[src/rtl/core/mexp_pkg.sv]
// shared constants, types and unit request/response structs for the modexp core
// no dependencies
package mexp_pkg;

    localparam int EXP_BITS_DEF = 31;
    localparam int BASE_W       = 31;
    localparam int EXP_W        = 31;
    localparam int RES_W        = 30;
    localparam int PROD_W       = 60;
    localparam int RED_W        = 32;

    localparam logic [RES_W-1:0] PRIME = 30'd1000000007;
    localparam logic [30:0]      MU    = 31'((64'd1 << 60) / 64'd1000000007);

    typedef enum logic {
        DEST_ACC,
        DEST_BASE
    } t_dest;

    typedef struct packed {
        logic              valid;
        logic [BASE_W-1:0] op_a;
        logic [RES_W-1:0]  op_b;
        t_dest             dest;
    } t_mm_req;

    typedef struct packed {
        logic             valid;
        logic [RES_W-1:0] value;
        t_dest            dest;
    } t_mm_rsp;

endpackage

[src/rtl/core/mexp_modmul.sv]
// four-stage pipelined modular multiplier, barrett reduction by the fixed prime
// depends on mexp_pkg
module mexp_modmul import mexp_pkg::*; (
    input  logic    i_clk,
    input  logic    i_rst_n,
    input  t_mm_req i_req,
    output t_mm_rsp o_rsp
);

    logic              r_s1_valid, r_s2_valid, r_s3_valid, r_s4_valid;
    t_dest             r_s1_dest, r_s2_dest, r_s3_dest, r_s4_dest;
    logic [PROD_W-1:0] r_s1_prod;
    logic [30:0]       r_s2_q3;
    logic [RED_W-1:0]  r_s2_xlo;
    logic [RED_W-1:0]  r_s3_rem;
    logic [RES_W-1:0]  r_s4_value;

    logic [60:0]       w_prod;
    logic [61:0]       w_q2;
    logic [60:0]       w_qp;
    logic [RED_W-1:0]  w_sub1;
    logic [RED_W-1:0]  w_sub2;
    logic [RED_W-1:0]  w_red;

    assign w_prod = 61'(i_req.op_a) * 61'(i_req.op_b);
    assign w_q2   = 62'(r_s1_prod[59:29]) * 62'(MU);
    assign w_qp   = 61'(r_s2_q3) * 61'(PRIME);
    assign w_sub1 = r_s3_rem - RED_W'(PRIME);
    assign w_sub2 = r_s3_rem - RED_W'({PRIME, 1'b0});

    always_comb begin
        if (r_s3_rem >= RED_W'({PRIME, 1'b0})) begin
            w_red = w_sub2;
        end else if (r_s3_rem >= RED_W'(PRIME)) begin
            w_red = w_sub1;
        end else begin
            w_red = r_s3_rem;
        end
    end

    always_ff @(posedge i_clk) begin
        if (!i_rst_n) begin
            r_s1_valid <= 1'b0;
            r_s2_valid <= 1'b0;
            r_s3_valid <= 1'b0;
            r_s4_valid <= 1'b0;
        end else begin
            r_s1_valid <= i_req.valid;
            r_s2_valid <= r_s1_valid;
            r_s3_valid <= r_s2_valid;
            r_s4_valid <= r_s3_valid;
        end
    end

    always_ff @(posedge i_clk) begin
        r_s1_dest  <= i_req.dest;
        r_s1_prod  <= w_prod[PROD_W-1:0];
        r_s2_dest  <= r_s1_dest;
        r_s2_q3    <= w_q2[61:31];
        r_s2_xlo   <= r_s1_prod[RED_W-1:0];
        r_s3_dest  <= r_s2_dest;
        r_s3_rem   <= r_s2_xlo - w_qp[RED_W-1:0];
        r_s4_dest  <= r_s3_dest;
        r_s4_value <= w_red[RES_W-1:0];
    end

    assign o_rsp.valid = r_s4_valid;
    assign o_rsp.value = r_s4_value;
    assign o_rsp.dest  = r_s4_dest;

endmodule

[config.mk]
export PLATFORM = sky130hd
export DESIGN_NAME = mexp_modmul
export DESIGN_NICKNAME = d
export VERILOG_FILES = /design/src/rtl/core/mexp_pkg.sv /design/src/rtl/core/mexp_modmul.sv
export SDC_FILE = /design/constraint.sdc
export NUM_CORES = 2
export LEC_CHECK = 0
export ABC_AREA = 1
export BUFFER_PORTS_ARGS = -buffer_cell sky130_fd_sc_hd__buf_2
export CORE_MARGIN = 4
export CORE_UTILIZATION = 40
export CTS_BUF_LIST = sky130_fd_sc_hd__clkbuf_16
export DETAILED_ROUTE_END_ITERATION = 8
export GPL_ROUTABILITY_DRIVEN = 0
export REMOVE_ABC_BUFFERS = 1
export SKIP_LAST_GASP = 1
export SYNTH_ARGS = -nofsm -noshare
export SYNTH_HDL_FRONTEND = slang
export SYNTH_SLANG_ARGS = --single-unit
[constraint.sdc]
create_clock -name i_clk -period 7.9 [get_ports i_clk]
set_clock_uncertainty 0.1 [all_clocks]
set_input_delay 0.79 -clock i_clk [delete_from_list [all_inputs] [get_ports i_clk]]
set_output_delay 0.79 -clock i_clk [all_outputs]
set_load 0.1 [all_outputs]
==> qor.yml <==
setup_viol: 0
path_max_fanout: 17
cts_hold_buf: 0
synth_seq_cells: 193
ys.flop_type: "dfxtp_1"
cts.clk_slew.worst_paths_ps: 90
cp-start-kind: "input port"
rows: 145
wl_per_cell_um: 19.0
cp.required_ps: 8210
overflow: 0
rsz0062_at_grt: "false"
synth.top_cell.area_share_pct: 41.0
synthTopCellsByArea: "fa_1 41%, ha_1 16%, inv_1 15%"
die_h_um: 404
nets: 10100
cpLargestDelayFamily: "adder cells"
hp-class: "reg2reg"
synth_cell_types: 52
worstPathArrival_ps: 7750
fp.dieW_um: 404
syn-cell-area_um2: 62800
layout_setup_ws_ps: 466
post_cts_buffers: 0
cts_made_buffers: 17
drt_iter0_markers: 3508
synth_edf_count: 0
status: "complete, no violations"
drv_slew: 0
area_growth_pct: 6.24
ys_seq_area_share_pct: 6.15
yosysWarnings: 0
via_per_inst: 4.96
first_global_vias: 53800
cts_resized: 0
multi_input_area_um2: 48800
drc_errors: 0
dp_hpwl_mm: 167
hold_viol: 0
portBuffers: 96
nFillCells: 15800
place_ws_ps: 86.0
slew_headroom_pct: 37.3
cts_tree: "built"
finalWirelength_mm: 191
dieArea_um2: 164000
end_kind: "flop"
fmax_mhz: 135
firstDrtPassIters: 6
root_buffer: "clkbuf_16"
min_period_ps: 7430
grt_max_degree: 46
coreArea_um2: 156000
yosys.area.top_type: "fa_1"
synthArstFlopShare_pct: 0
synth_cells: 7922
crit_path_max_incr_delay_ps: 590
grt_pass1_wl_mm: 301
syn_area_per_cell_um2: 7.93
critPathKind: "in2reg"
start_util_pct: 40.2
cp_cell_sequence: "buf_2, buf_4, nand2_1, fa_1, fa_1, inv_1, fa_1, inv_1, fa_1, inv_1, fa_1, fa_1, fa_1, ha_1, ha_1, nand2_1, nor2_1, inv_1, nor2_1, inv_1, nor3_1, o21ai_0, nand3_1, xor2_1"
post-route-period-util_pct: 94.1
ant_nets: 0
tightest_slew_ps: 939
io_pins: 97
utilization_pct: 42.7
num_vias: 49800
cpMostUsedCell: "fa_1"
worst-path-buf-inv: 7
clkSinkCount: 193
clk_latency_ps: 500
seqCellArea_um2: 3860
clockBufferDepth: 2
cap_violations: 0
yosysMostFrequentCell: "inv_1"
track_usage_pct: 23.7
htreeDepth: 4
drive_gt1_share_pct: 3.80
netlist_top_cells_count: "2459 x inv_1, 1681 x nand2_1, 1287 x fa_1"
tns_ps: 0
antenna_found_initial: 9
crit_slowest_cell: "fa_1"
-- worst paths after layout --
path,startpoint,end,slack (ps),cells past startpoint
setup / recovery,i_req[54],r_s1_prod[55],470,24
hold / removal,r_s2_dest,r_s3_dest,230,0
setup reg to reg,r_s2_q3[2],r_s3_rem[31],1050,21
hold reg to reg,r_s2_dest,r_s3_dest,230,0
-- through the flow --
stage / instance area, um^2 / cells / hold slack [ps]
CTS: 66800 / 10000 / 232
global placement: 66100 / 10000 / 210
global route: 66800 / 10000 / 241
detailed placement: 66100 / 10000 / 212
finish: 66800 / 10000 / 230
floorplan: 62000 / 7714 / 210
-- final cells by class --
| cell class | count | area share (%) |
|---|---|---|
| antenna | 1 | 0.00375 |
| sequential | 193 | 5.79 |
| timing repair buffer | 235 | 2.38 |
| tap | 2058 | 3.86 |
| inverter | 2472 | 13.9 |
| clock buffer | 17 | 0.637 |
| multi-input combinational | 5049 | 73.1 |
| clock inverter | 14 | 0.305 |
-- state kept, by name, indices dropped and copies added, names as in the netlist, 30 cells and up --
register    cells
r_s2_xlo       32
r_s1_prod      60
r_s4_value     30
r_s2_q3        31
r_s3_rem       32
-- cells in the final DEF (no fill, tap or decap), types with 9 or more instances in the layout --
cell	Yosys	routed
xor2_1	112	112
nand3_1	176	176
fa_1	1287	1287
nor2_1	361	361
a31oi_1	18	18
buf_4	8	134
nand3b_1	10	10
o21ai_1	27	27
nand2_1	1681	1681
nor4_1	9	9
o21ai_0	164	164
inv_2	12	12
dfxtp_1	193	193
inv_1	2459	2459
a21o_1	23	23
ha_1	781	781
a21oi_1	216	216
nor3_1	40	40
o21bai_1	25	25
clkbuf_16	0	17
xnor2_1	28	28
o211ai_1	12	12
nand4_1	35	35
buf_2	10	96
-- per-layer routing --
metal	up-vias	global-route usage [%]	wire length (um)
met5	-	0	0
met3	383	3.35	12300
li1	22900	-	-
met2	1819	40.3	90300
met1	24700	31.0	80100
met4	0	8.57	7770
-- cell families (layout without fill, tap and decap cells) --
group / Yosys count / in the layout / share of synthesized area [%]
adders and majority gates: 2068 / 2068 / 56.5
AOI/OAI and AO/OA: 503 / 503 / 4.37
DFF: 193 / 193 / 6.15
and+or+nand+nor: 2338 / 2338 / 14.8
xor gates and xnor gates: 140 / 140 / 1.95
other: 0 / 1 / 0
buffers and inverters: 2680 / 2738 / 16.2
Power is not shown: default switching activity piles up to over one toggle a cycle in this logic, so the estimate is an artifact.
